**src/rtl/core/lirs_pkg.sv**
```systemverilog
// lirs_pkg.sv: shared types and constants of the linear-interpolation resampler
package lirs_pkg;

  localparam int SAMPLE_W     = 16;
  localparam int PHASE_W      = 36;
  localparam int FRAC_W       = 32;
  localparam int CHCNT_W      = 2;
  localparam int CFG_IDX_W    = 2;
  localparam int MAX_UPSAMPLE = 8;
  localparam int CNT_W        = (MAX_UPSAMPLE > 1) ? $clog2(MAX_UPSAMPLE) : 1;
  localparam int QDEPTH       = 2;
  localparam int QPTR_W       = (QDEPTH > 1) ? $clog2(QDEPTH) : 1;
  localparam int QCNT_W       = $clog2(QDEPTH + 1);

  localparam logic [PHASE_W-1:0] PHASE_ONE  = PHASE_W'(64'd1 << FRAC_W);
  localparam logic [PHASE_W-1:0] STEP_RESET = PHASE_ONE;
  localparam logic [CHCNT_W-1:0] CHCNT_RESET = CHCNT_W'(2);

  typedef enum logic [CFG_IDX_W-1:0] {
    CFG_PHASE_STEP    = 2'd0,
    CFG_CHANNEL_COUNT = 2'd1
  } cfg_idx_t;

  typedef struct packed {
    logic signed [SAMPLE_W-1:0] sample_ch0;
    logic signed [SAMPLE_W-1:0] sample_ch1;
  } in_t;

  typedef struct packed {
    logic signed [SAMPLE_W-1:0] out_ch0;
    logic signed [SAMPLE_W-1:0] out_ch1;
    logic                       last_of_run;
  } out_t;

  // queued frame, tagged by the front end
  typedef struct packed {
    logic prime;   // first frame after reset, only stored
    in_t  frame;
  } item_t;

endpackage

```
**src/rtl/core/linear_interp_audio_resampler.sv**
```systemverilog
// linear_interp_audio_resampler.sv: top level of the linear-interpolation resampler
//
// in channel: one PCM frame (two 16-bit samples) per word, in_valid/in_stall.
// out channel: interpolated frames, out_valid/out_stall; last_of_run marks the
//   final word produced by one input frame.
// cfg channel: cfg_valid/cfg_ready (always ready), index 0 = phase step (4.32),
//   index 1 = channel count; write only while the block is idle.
// A two-word queue decouples input acceptance from the interpolation engine.
// Each input frame is popped in the idle state and then issues its output words
// (up to 8) through the single shared multiplier pair; the next frame is popped
// only after that run ends. The first output word passes the queue, the start,
// the multiplier register and the output register.
// The first frame after reset is only stored. Reset clears the phase, the
// previous frame, the queue and restores step one and two channels.
// When the receiver stalls, the output and multiplier registers hold, the
// engine pauses, and in_stall rises once the queue is full.
module linear_interp_audio_resampler (
  input  logic                            clk,
  input  logic                            rst,
  input  logic                            in_valid,
  output logic                            in_stall,
  input  lirs_pkg::in_t                   in_data,
  output logic                            out_valid,
  input  logic                            out_stall,
  output lirs_pkg::out_t                  out_data,
  input  logic                            cfg_valid,
  output logic                            cfg_ready,
  input  logic [lirs_pkg::CFG_IDX_W-1:0]  cfg_index,
  input  logic [lirs_pkg::PHASE_W-1:0]    cfg_data
);
  import lirs_pkg::*;

  logic [PHASE_W-1:0] phase_step;
  logic [CHCNT_W-1:0] channel_count;
  logic               q_valid;
  logic               q_pop;
  item_t              q_item;

  assign cfg_ready = 1'b1;

  always_ff @(posedge clk) begin
    if (rst) begin
      phase_step    <= STEP_RESET;
      channel_count <= CHCNT_RESET;
    end else if (cfg_valid && cfg_ready) begin
      if (cfg_index == CFG_PHASE_STEP) begin
        phase_step <= cfg_data;
      end else if (cfg_index == CFG_CHANNEL_COUNT) begin
        channel_count <= cfg_data[CHCNT_W-1:0];
      end
    end
  end

  lirs_front u_front (
    .clk      (clk),
    .rst      (rst),
    .in_valid (in_valid),
    .in_stall (in_stall),
    .in_data  (in_data),
    .q_valid  (q_valid),
    .q_pop    (q_pop),
    .q_item   (q_item)
  );

  lirs_back u_back (
    .clk           (clk),
    .rst           (rst),
    .phase_step    (phase_step),
    .channel_count (channel_count),
    .q_valid       (q_valid),
    .q_pop         (q_pop),
    .q_item        (q_item),
    .out_valid     (out_valid),
    .out_stall     (out_stall),
    .out_data      (out_data)
  );

endmodule

```
**src/rtl/core/lirs_front.sv**
```systemverilog
// lirs_front.sv: input acceptance, first-frame tagging and frame queue
module lirs_front (
  input  logic           clk,
  input  logic           rst,
  input  logic           in_valid,
  output logic           in_stall,
  input  lirs_pkg::in_t  in_data,
  output logic           q_valid,
  input  logic           q_pop,
  output lirs_pkg::item_t q_item
);
  import lirs_pkg::*;

  item_t             mem [QDEPTH];
  logic [QPTR_W-1:0] wr_ptr;
  logic [QPTR_W-1:0] rd_ptr;
  logic [QCNT_W-1:0] fill;
  logic              seen;
  logic              push;
  logic              pop;

  assign in_stall = (fill == QCNT_W'(QDEPTH));
  assign push     = in_valid && !in_stall;
  assign q_valid  = (fill != '0);
  assign pop      = q_pop && q_valid;
  assign q_item   = mem[rd_ptr];

  always_ff @(posedge clk) begin
    if (push) begin
      mem[wr_ptr] <= '{prime: !seen, frame: in_data};
    end
  end

  always_ff @(posedge clk) begin
    if (rst) begin
      wr_ptr <= '0;
      rd_ptr <= '0;
      fill   <= '0;
      seen   <= 1'b0;
    end else begin
      if (push) begin
        wr_ptr <= (wr_ptr == QPTR_W'(QDEPTH - 1)) ? '0 : wr_ptr + 1'b1;
        seen   <= 1'b1;
      end
      if (pop) begin
        rd_ptr <= (rd_ptr == QPTR_W'(QDEPTH - 1)) ? '0 : rd_ptr + 1'b1;
      end
      unique case ({push, pop})
        2'b10:   fill <= fill + 1'b1;
        2'b01:   fill <= fill - 1'b1;
        default: fill <= fill;
      endcase
    end
  end

endmodule

```
**src/rtl/core/lirs_back.sv**
```systemverilog
// lirs_back.sv: phase sequencer, interpolation multipliers and output register
module lirs_back (
  input  logic                          clk,
  input  logic                          rst,
  input  logic [lirs_pkg::PHASE_W-1:0]  phase_step,
  input  logic [lirs_pkg::CHCNT_W-1:0]  channel_count,
  input  logic                          q_valid,
  output logic                          q_pop,
  input  lirs_pkg::item_t               q_item,
  output logic                          out_valid,
  input  logic                          out_stall,
  output lirs_pkg::out_t                out_data
);
  import lirs_pkg::*;

  typedef enum logic [1:0] {
    ST_IDLE = 2'b01,
    ST_RUN  = 2'b10
  } state_t;

  state_t                     state;
  logic [PHASE_W-1:0]         phase;
  logic [CNT_W-1:0]           count;
  logic signed [SAMPLE_W-1:0] prev0, prev1;
  logic signed [SAMPLE_W-1:0] cur0, cur1;

  // multiplier stage
  logic                       m_vld;
  logic signed [49:0]         m_prod0, m_prod1;
  logic signed [SAMPLE_W-1:0] m_prev0, m_prev1;
  logic                       m_stereo;
  logic                       m_last;

  logic                       o_load;
  logic                       m_load;
  logic                       issue;
  logic [PHASE_W:0]           phase_sum;
  logic                       sum_ge_one;
  logic                       run_end;
  logic signed [16:0]         d0, d1;
  logic signed [32:0]         frac;
  logic signed [49:0]         prod0, prod1;
  logic signed [17:0]         s0, s1;
  logic signed [17:0]         r0, r1;

  assign o_load = !out_valid || !out_stall;
  assign m_load = !m_vld || o_load;
  assign issue  = (state == ST_RUN) && m_load;
  assign q_pop  = (state == ST_IDLE) && q_valid;

  assign phase_sum  = {1'b0, phase} + {1'b0, phase_step};
  assign sum_ge_one = (phase_sum >= {1'b0, PHASE_ONE});
  assign run_end    = sum_ge_one || (count == CNT_W'(MAX_UPSAMPLE - 1));

  assign frac  = {1'b0, phase[FRAC_W-1:0]};
  assign d0    = 17'(cur0) - 17'(prev0);
  assign d1    = 17'(cur1) - 17'(prev1);
  assign prod0 = d0 * frac;
  assign prod1 = d1 * frac;

  // floor of the quotient, then step toward zero when negative and inexact
  assign s0 = 18'(m_prev0) + m_prod0[49:32];
  assign s1 = 18'(m_prev1) + m_prod1[49:32];
  assign r0 = (s0[17] && (m_prod0[31:0] != '0)) ? s0 + 18'sd1 : s0;
  assign r1 = (s1[17] && (m_prod1[31:0] != '0)) ? s1 + 18'sd1 : s1;

  always_ff @(posedge clk) begin
    if (rst) begin
      state <= ST_IDLE;
      phase <= '0;
      count <= '0;
      prev0 <= '0;
      prev1 <= '0;
    end else begin
      unique case (state)
        ST_IDLE: begin
          if (q_pop) begin
            if (q_item.prime) begin
              prev0 <= q_item.frame.sample_ch0;
              prev1 <= q_item.frame.sample_ch1;
            end else if (phase[PHASE_W-1:FRAC_W] != '0) begin
              // downsampling skip: no output for this word
              phase <= phase - PHASE_ONE;
              prev0 <= q_item.frame.sample_ch0;
              prev1 <= q_item.frame.sample_ch1;
            end else begin
              count <= '0;
              state <= ST_RUN;
            end
          end
        end
        ST_RUN: begin
          if (issue) begin
            count <= count + 1'b1;
            if (run_end) begin
              phase <= sum_ge_one ? PHASE_W'(phase_sum - {1'b0, PHASE_ONE}) : '0;
              prev0 <= cur0;
              prev1 <= cur1;
              state <= ST_IDLE;
            end else begin
              phase <= phase_sum[PHASE_W-1:0];
            end
          end
        end
        default: state <= ST_IDLE;
      endcase
    end
  end

  always_ff @(posedge clk) begin
    if (q_pop) begin
      cur0 <= q_item.frame.sample_ch0;
      cur1 <= q_item.frame.sample_ch1;
    end
  end

  always_ff @(posedge clk) begin
    if (rst) begin
      m_vld <= 1'b0;
    end else if (m_load) begin
      m_vld <= issue;
    end
  end

  always_ff @(posedge clk) begin
    if (issue) begin
      m_prod0  <= prod0;
      m_prod1  <= prod1;
      m_prev0  <= prev0;
      m_prev1  <= prev1;
      m_stereo <= (channel_count >= CHCNT_W'(2));
      m_last   <= run_end;
    end
  end

  always_ff @(posedge clk) begin
    if (rst) begin
      out_valid <= 1'b0;
    end else if (o_load) begin
      out_valid <= m_vld;
    end
  end

  always_ff @(posedge clk) begin
    if (o_load && m_vld) begin
      out_data.out_ch0     <= r0[SAMPLE_W-1:0];
      out_data.out_ch1     <= m_stereo ? r1[SAMPLE_W-1:0] : '0;
      out_data.last_of_run <= m_last;
    end
  end

  a_cap_sets_last: assert property (@(posedge clk) disable iff (rst)
    (issue && count == CNT_W'(MAX_UPSAMPLE - 1)) |=> (m_vld && m_last))
    else $error("run cap reached without last flag");

  a_run_phase_below_one: assert property (@(posedge clk) disable iff (rst)
    (state == ST_RUN) |-> (phase[PHASE_W-1:FRAC_W] == '0))
    else $error("phase at or above one during a run");

  a_mult_holds: assert property (@(posedge clk) disable iff (rst)
    (m_vld && !o_load) |=> (m_vld && $stable(m_prod0) && $stable(m_last)))
    else $error("multiplier stage lost a word under stall");

endmodule
```
**config.mk**
```make
export PLATFORM = sky130hd
export DESIGN_NAME = linear_interp_audio_resampler
export DESIGN_NICKNAME = d
export VERILOG_FILES = /design/src/rtl/core/lirs_pkg.sv /design/src/rtl/core/linear_interp_audio_resampler.sv /design/src/rtl/core/lirs_front.sv /design/src/rtl/core/lirs_back.sv
export SDC_FILE = /design/constraint.sdc
export NUM_CORES = 2
export LEC_CHECK = 0
export ABC_AREA = 1
export BUFFER_PORTS_ARGS = -buffer_cell sky130_fd_sc_hd__buf_4
export CAP_MARGIN = 20
export CORE_MARGIN = 4
export CORE_UTILIZATION = 51
export CTS_BUF_LIST = sky130_fd_sc_hd__clkbuf_8
export DETAILED_ROUTE_END_ITERATION = 10
export GPL_TIMING_DRIVEN = 0
export PLACE_DENSITY = 0.71
export SYNTH_ARGS = -nofsm -noshare
export SYNTH_HDL_FRONTEND = slang
export SYNTH_SLANG_ARGS = --single-unit
```
**constraint.sdc**
```tcl
create_clock -name clk -period 8.3 [get_ports clk]
set_clock_uncertainty 0.05 [all_clocks]
set_input_delay 2.075 -clock clk [delete_from_list [all_inputs] [get_ports clk]]
set_output_delay 2.075 -clock clk [all_outputs]
set_load 0.005 [all_outputs]
```
; After elaboration in Yosys (flattened, before gate mapping)
; Memory sizes are Yosys's and may differ from the RTL's. A register that Yosys moved wholly into a read port is not among the register bits.
; Index checks and enable logic that the tools add are counted.
[word_totals]
ram_bits = 66
output_inout_bits = 36
memories = 1
reg_bits = 317
in_bits = 75
wordCells = 125
[classes]
n_reduce_logical = 28
mux = 39
bitwise = 1
n_eq_ne = 14
add_sub_neg = 14
mul = 2
magnitude_cmp = 2
[mem_list]
columns = memory, depth, width, rd, rd_clocked_by_memory_dff, write_ports, line
row1 = u_front.mem, 2, 33, 1, 1, 1, lirs_front.sv:14  ; item_t mem [QDEPTH];
[op_table]
columns = cell, n
row1 = 2-to-1 mux 36 bit, 6
row2 = 2-to-1 mux 16 bit, 12
row3 = multiplier 17 x 33 -> 50 bit, 2
row4 = one-hot mux 36 bit (2 select lines), 1
row5 = "subtractor 36 x 33 -> 36 bit, second input constant", 2
row6 = one-hot mux 16 bit (2 select lines), 2
row7 = nonzero test 32 bit, 2
row8 = adder 36 x 36 -> 37 bit, 1
row9 = "greater-or-equal comparator 37 x 33 -> 1 bit, second input constant", 1
row10 = adder 18 bit, 2
row11 = subtractor 16 x 16 -> 17 bit, 2
row12 = "adder 16 x 2 -> 16 bit, second input constant", 2
row13 = AND reduction 5 bit, 4
row14 = 2-to-1 mux 3 bit, 4
row15 = 2-to-1 mux 2 bit, 5
row16 = "inequality test 2 bit, second input constant", 4
row17 = one-hot mux 2 bit (2 select lines), 2
row18 = logical AND 1 bit, 7
row19 = "equality test 2 x 1 -> 1 bit, second input constant", 3
row20 = "equality test 2 bit, second input constant", 3
row21 = 2-to-1 mux 1 bit, 6
row22 = one-hot mux 3 bit (2 select lines), 1
row23 = nonzero test 2 bit, 3
row24 = logical NOT 1 bit, 5
row25 = 14 further kinds, 18

; Depth between registers and ports, before layout
[logic_depth]
word_depth = 6
mapped_depth = 44
mapped_depth_nobuf = 43

; Cells and area by module
; From an unflattened synthesis, not the netlist that was laid out.
[hier_totals]
cells_unflattened = 6951
area_unflattened_um2 = 56615.5
[by_module_without_submodules]
columns = module, area_per_inst_um2, n_inst, cells_per_inst, seq_area_each_um2
row1 = lirs_back, 52073.7, 1, 6555, 7477.2
row2 = lirs_front, 2820.2, 1, 146, 2102.0
row3 = linear_interp_audio_resampler, 1721.7, 1, 250, 760.7

; Least setup slack after synthesis
; OpenSTA, ideal clock, no wires.
[synth_timing]
path_type = register -> register
from = register u_back.cur0[0]
to = register u_back.m_prod0[37] (data pin)
t_required_ns = 7.991
n_path_buf = 2
setup_time_ns = 0.259
stages_incl_launch_ff = 38
period_less_slack_ns = 7.290
slack_ns = 1.010
arrival_ns = 6.981
cell_sequence = edfxtp_1 inv_1 ha_1 fa_1 inv_1 nand3_1 nand2_1 a21oi_1 inv_1 nand2_1 nand2_1 a21oi_1 o21ai_0 or2_2 clkbuf_1 buf_1 nand3_1 fa_1 [... 2 more ...] fa_1 fa_1 fa_1 inv_1 fa_1 inv_1 ha_1 nand2_1 nor2_1 inv_1 nor2_1 inv_1 nor4_1 a21oi_1 o21bai_1 nand2_1 nand2_1 xor2_1
[synth_via]
elab_chain_cells = 2
[synth_lines]
columns = item, line
row1 = start: declaration, lirs_back.sv:25  ; logic signed [SAMPLE_W-1:0] cur0, cur1;
row2 = start signal: assignment, lirs_back.sv:112  ; cur0 <= q_item.frame.sample_ch0;
row3 = subtractor 16 x 16 -> 17 bit, lirs_back.sv:56  ; assign d0 = 17'(cur0) - 17'(prev0);
row4 = multiplier 17 x 33 -> 50 bit, lirs_back.sv:58  ; assign prod0 = d0 * frac;
row5 = net u_back.prod0[37], lirs_back.sv:42  ; logic signed [49:0] prod0, prod1;
row6 = end signal: assignment, lirs_back.sv:127  ; m_prod0 <= prod0;
row7 = end: declaration, lirs_back.sv:29  ; logic signed [49:0] m_prod0, m_prod1;
; The timed path passes the listed nets, and every way through them passes these cells.
; A chain may end at the register's enable or synchronous reset.

; Worst setup path after layout
[layout_timing]
from = register u_back.cur1[0]
to = register u_back.m_prod1[47] (data pin)
[layout_via]
elab_chain_cells = 2
[layout_lines]
columns = item, line
row1 = start: declaration, lirs_back.sv:25
row2 = start signal: assignment, lirs_back.sv:113  ; cur1 <= q_item.frame.sample_ch1;
row3 = subtractor 16 x 16 -> 17 bit, lirs_back.sv:57  ; assign d1 = 17'(cur1) - 17'(prev1);
row4 = multiplier 17 x 33 -> 50 bit, lirs_back.sv:59  ; assign prod1 = d1 * frac;
row5 = net u_back.prod1[47], lirs_back.sv:42
row6 = end signal: assignment, lirs_back.sv:128  ; m_prod1 <= prod1;
row7 = end: declaration, lirs_back.sv:29
; The timed path passes the listed nets, and every way through them passes these cells.

==> flow_summary_export.csv <==
group,metric,value,unit
power_and_ir_drop,ir_drop,354,uV
cts,clock_latency,0.81,ns
route,drtIter0Drc,4654,
yosys,synth_cell_types,52,
cts,htreeDepth,3,
floorplan,io_pins,111,
run,maxCapViolCount,0,
place,numPortBuffers,108,
timing,worstMarginPinSlew,1.17,ns
finish,final_nets,8470,
place,place_congestion,1.03,
yosys,synth_seq_area_share,18.5,%
route,antenna_left,0,
power_and_ir_drop,pwr-share-clk,10.8,%
place,post-place-ws,-1.52,ns
power_and_ir_drop,switching_share,58.3,%
global_route,grt_pass1_vias,47700,
yosys,synth-warning-count,0,
setup_path,cpMaxStageDelayCell,"fa_1",
setup_path,path_max_fanout,10,
route,post_drt_wl_per_cell,21.3,um
yosys,yosysTopAreaCell,"fa_1",
floorplan,row_count,121,
route,drc,0,
power_and_ir_drop,power_leakage,31.0,nW
cts,cts_buffers,71,
timing,fin_crit,8.08,ns
floorplan,initial_core_util,51.3,%
setup_path,cp_slowest_stage_delay,0.57,ns
global_route,grt_overflow,0,
timing,maxSlewHeadroom,21.7,%
setup_path,cp-start-kind,"flop",
setup_path,crit_type,"flop to flop",
global_route,grt_max_degree,98,
setup_path,crit_arrival,8.66,ns
global_route,antenna_found_initial,14,
power_and_ir_drop,p_int,0.00724,W
finish,area_delta_synth_final,9.42,%
route,wirelength,182000,um
yosys,synth_most_common_cell,"inv_1",
yosys,synth-seq-cells,383,
timing,rsz0062_at_grt,"yes",
cts,clk_path_buf_depth,3,
route,vias_per_cell,5.53,
yosys,async_flop_share,0,%
floorplan,die_area,115000,sq um
timing,postLayoutSetupSlackWorst,0.222,ns
timing,finalCritPeriodShare,97.3,%
floorplan,die_h,339,um
power_and_ir_drop,comb_power_share,73.3,%
timing,hold_viol_final,0,
timing,setup_viol,0,
yosys,synth_nets,8260,
power_and_ir_drop,p_seq_share,15.9,%
cts,path_clk_slew,0.06,ns
yosys,avgSynthCellArea,8.14,sq um
yosys,syn_area,55800,sq um
cts,ctsHoldBuffers,0,
cts,cts.sinks,383,
yosys,synthFlopType,"edfxtp_1",
setup_path,setup.worst_path.end_class,"flop",
global_route,grt_pass1_wl,276000,um
yosys,netlist.area_leader.share,32.4,%
finish,drive_gt1_share,7.62,%
route,vias,47200,
worst_hold_path,hold_path.class,"flop to flop",
power_and_ir_drop,p_switching,0.0101,W
setup_path,required,8.88,ns
floorplan,core_area,109000,sq um
outcome,status,"complete, no violations",
floorplan,die_x,339,um
yosys,synth_edf_count,265,
setup_path,cp_common_cell,"fa_1",
cts,tritoncts,"built",
yosys,synthCells,6853,
route,dr.pass1.iters,8,
yosys,synthTopCellsByCount,"inv_1, nand2_1, fa_1",
global_route,grt_usage,31.8,%
place,detailed_place_hpwl,150000,um
finish,final_util,56.2,%
timing,setup_tns,0,ns
timing,drv_slew,0,
power_and_ir_drop,power_density,284,nW/um^2
cts,ctsRootBufferMaster,"clkbuf_8",
timing,timing.fmax,124,MHz
yosys,synthTopCellsByArea,"fa_1, edfxtp_1, inv_1",
## cells by family after synthesis
group	count (synthesis)	synth area share (%)
simple gates	2574	18.7
buf+inv	1842	12.5
fa+ha+maj	1332	42.0
compound gates	540	5.27
flops	383	18.5
xor+xnor	148	2.32
mux	33	0.664
other cells	1	0.00672
## sequential cells by signal, summed over array words and instances, names as in the netlist, 16 cells and up, named ones only
register / flops
u_back.m_prod0: 50
u_back.cur0: 16
u_back.m_prod1: 50
u_back.prev1: 16
u_back.cur1: 16
u_back.m_prev1: 16
u_front.mem: 66
phase_step: 36
u_back.prev0: 16
u_back.out_data: 33
u_back.m_prev0: 16
u_back.phase: 36
## area by class of cell
type	count	area (sq um)
Clock buffer	74	1020
Timing Repair Buffer	142	1140
Multi-Input combinational cell	4628	39200
Fill cell	10200	47600
Clock inverter	50	384
Tap cell	1414	1770
Buffer	250	1220
Sequential cell	383	10300
Antenna cell	6	15.0
Inverter	1587	5980
## placed cells by master, fill, tap and decap left out, drive strengths merged, types with 5 or more instances in the layout
cell      instances
o31ai             7
mux2             32
nand3           307
dfxtp           118
nor4             23
a21oi           274
diode             6
clkinv           30
a21boi            7
a21o              5
clkinvlp          8
a221oi            5
o21a              8
nand3b           10
nor2            824
inv            1594
bufinv            5
a31oi            36
buf             183
o21bai           12
nand4            41
edfxtp          265
fa              903
or2              22
o2111ai           5
nor3             40
o21ai           161
xor2             98
ha              429
xnor2            50
o211ai            9
o221ai            5
clkbuf          283
nand2          1300
## worst paths after layout
check | from | endpoint | slack, ns | cells past startpoint
worst max register to register | u_back.cur1[0] | u_back.m_prod1[47] | 0.22 | 31
worst min register to register | u_back.prev0[9] | u_back.m_prev0[9] | 0.36 | 0
worst max-delay path | u_back.cur1[0] | u_back.m_prod1[47] | 0.22 | 31
worst min-delay path | u_back.prev0[9] | u_back.m_prev0[9] | 0.36 | 0
## power by group through the flow
| stage | Clock, W | Combinational (W) | Sequential [W] |
|---|---|---|---|
| 2_1_floorplan | 0 | 0.00711 | 0.00271 |
| 3_3_place_gp | 0 | 0.0112 | 0.00281 |
| 5_1_grt | 0.00200 | 0.0136 | 0.00278 |
| 3_5_place_dp | 0 | 0.0114 | 0.00279 |
| 6_report | 0.00188 | 0.0127 | 0.00276 |
| 4_1_cts | 0.00191 | 0.0118 | 0.00275 |
## metal layers
layer | vias to the layer above | GRT usage [%] | wire [um]
met1 | 23100 | 40.2 | 69000
li1 | 21200 | - | -
met4 | 10 | 17.6 | 12000
met3 | 565 | 9.33 | 20200
met5 | - | 0.667 | 309
met2 | 2307 | 49.2 | 80300
## stage by stage
stage / instances / cell area [sq um] / hold slack [ns] / power [W]
after detailed placement: 8382 / 58600 / 0.363 / 0.0142
final: 8534 / 61100 / 0.356 / 0.0173
after global routing: 8532 / 61100 / 0.369 / 0.0184
after CTS: 8510 / 60300 / 0.353 / 0.0164
after floorplan: 6853 / 55800 / 0.350 / 0.00982
after global placement: 8375 / 58400 / 0.365 / 0.0140
## critical path: cells and delay by family (launching register included)
family / cells / cell delay [ns]
adders and majority gates: 9 / 4.04
AOI/OAI and AO/OA: 7 / 1.31
and+or+nand+nor: 7 / 1.17
buffers and inverters: 7 / 0.75
DFF: 1 / 0.34
xor gates and xnor gates: 1 / 0.24
## repair_timing
item,in CTS,in global routing
endpoints found under the hold margin,0,0
pin swaps,1,14
resized for setup,114,229
endpoints found under the setup margin,63,50
cloned,0,2
buffers inserted,8,16
Power figures use the tool's default switching activity.
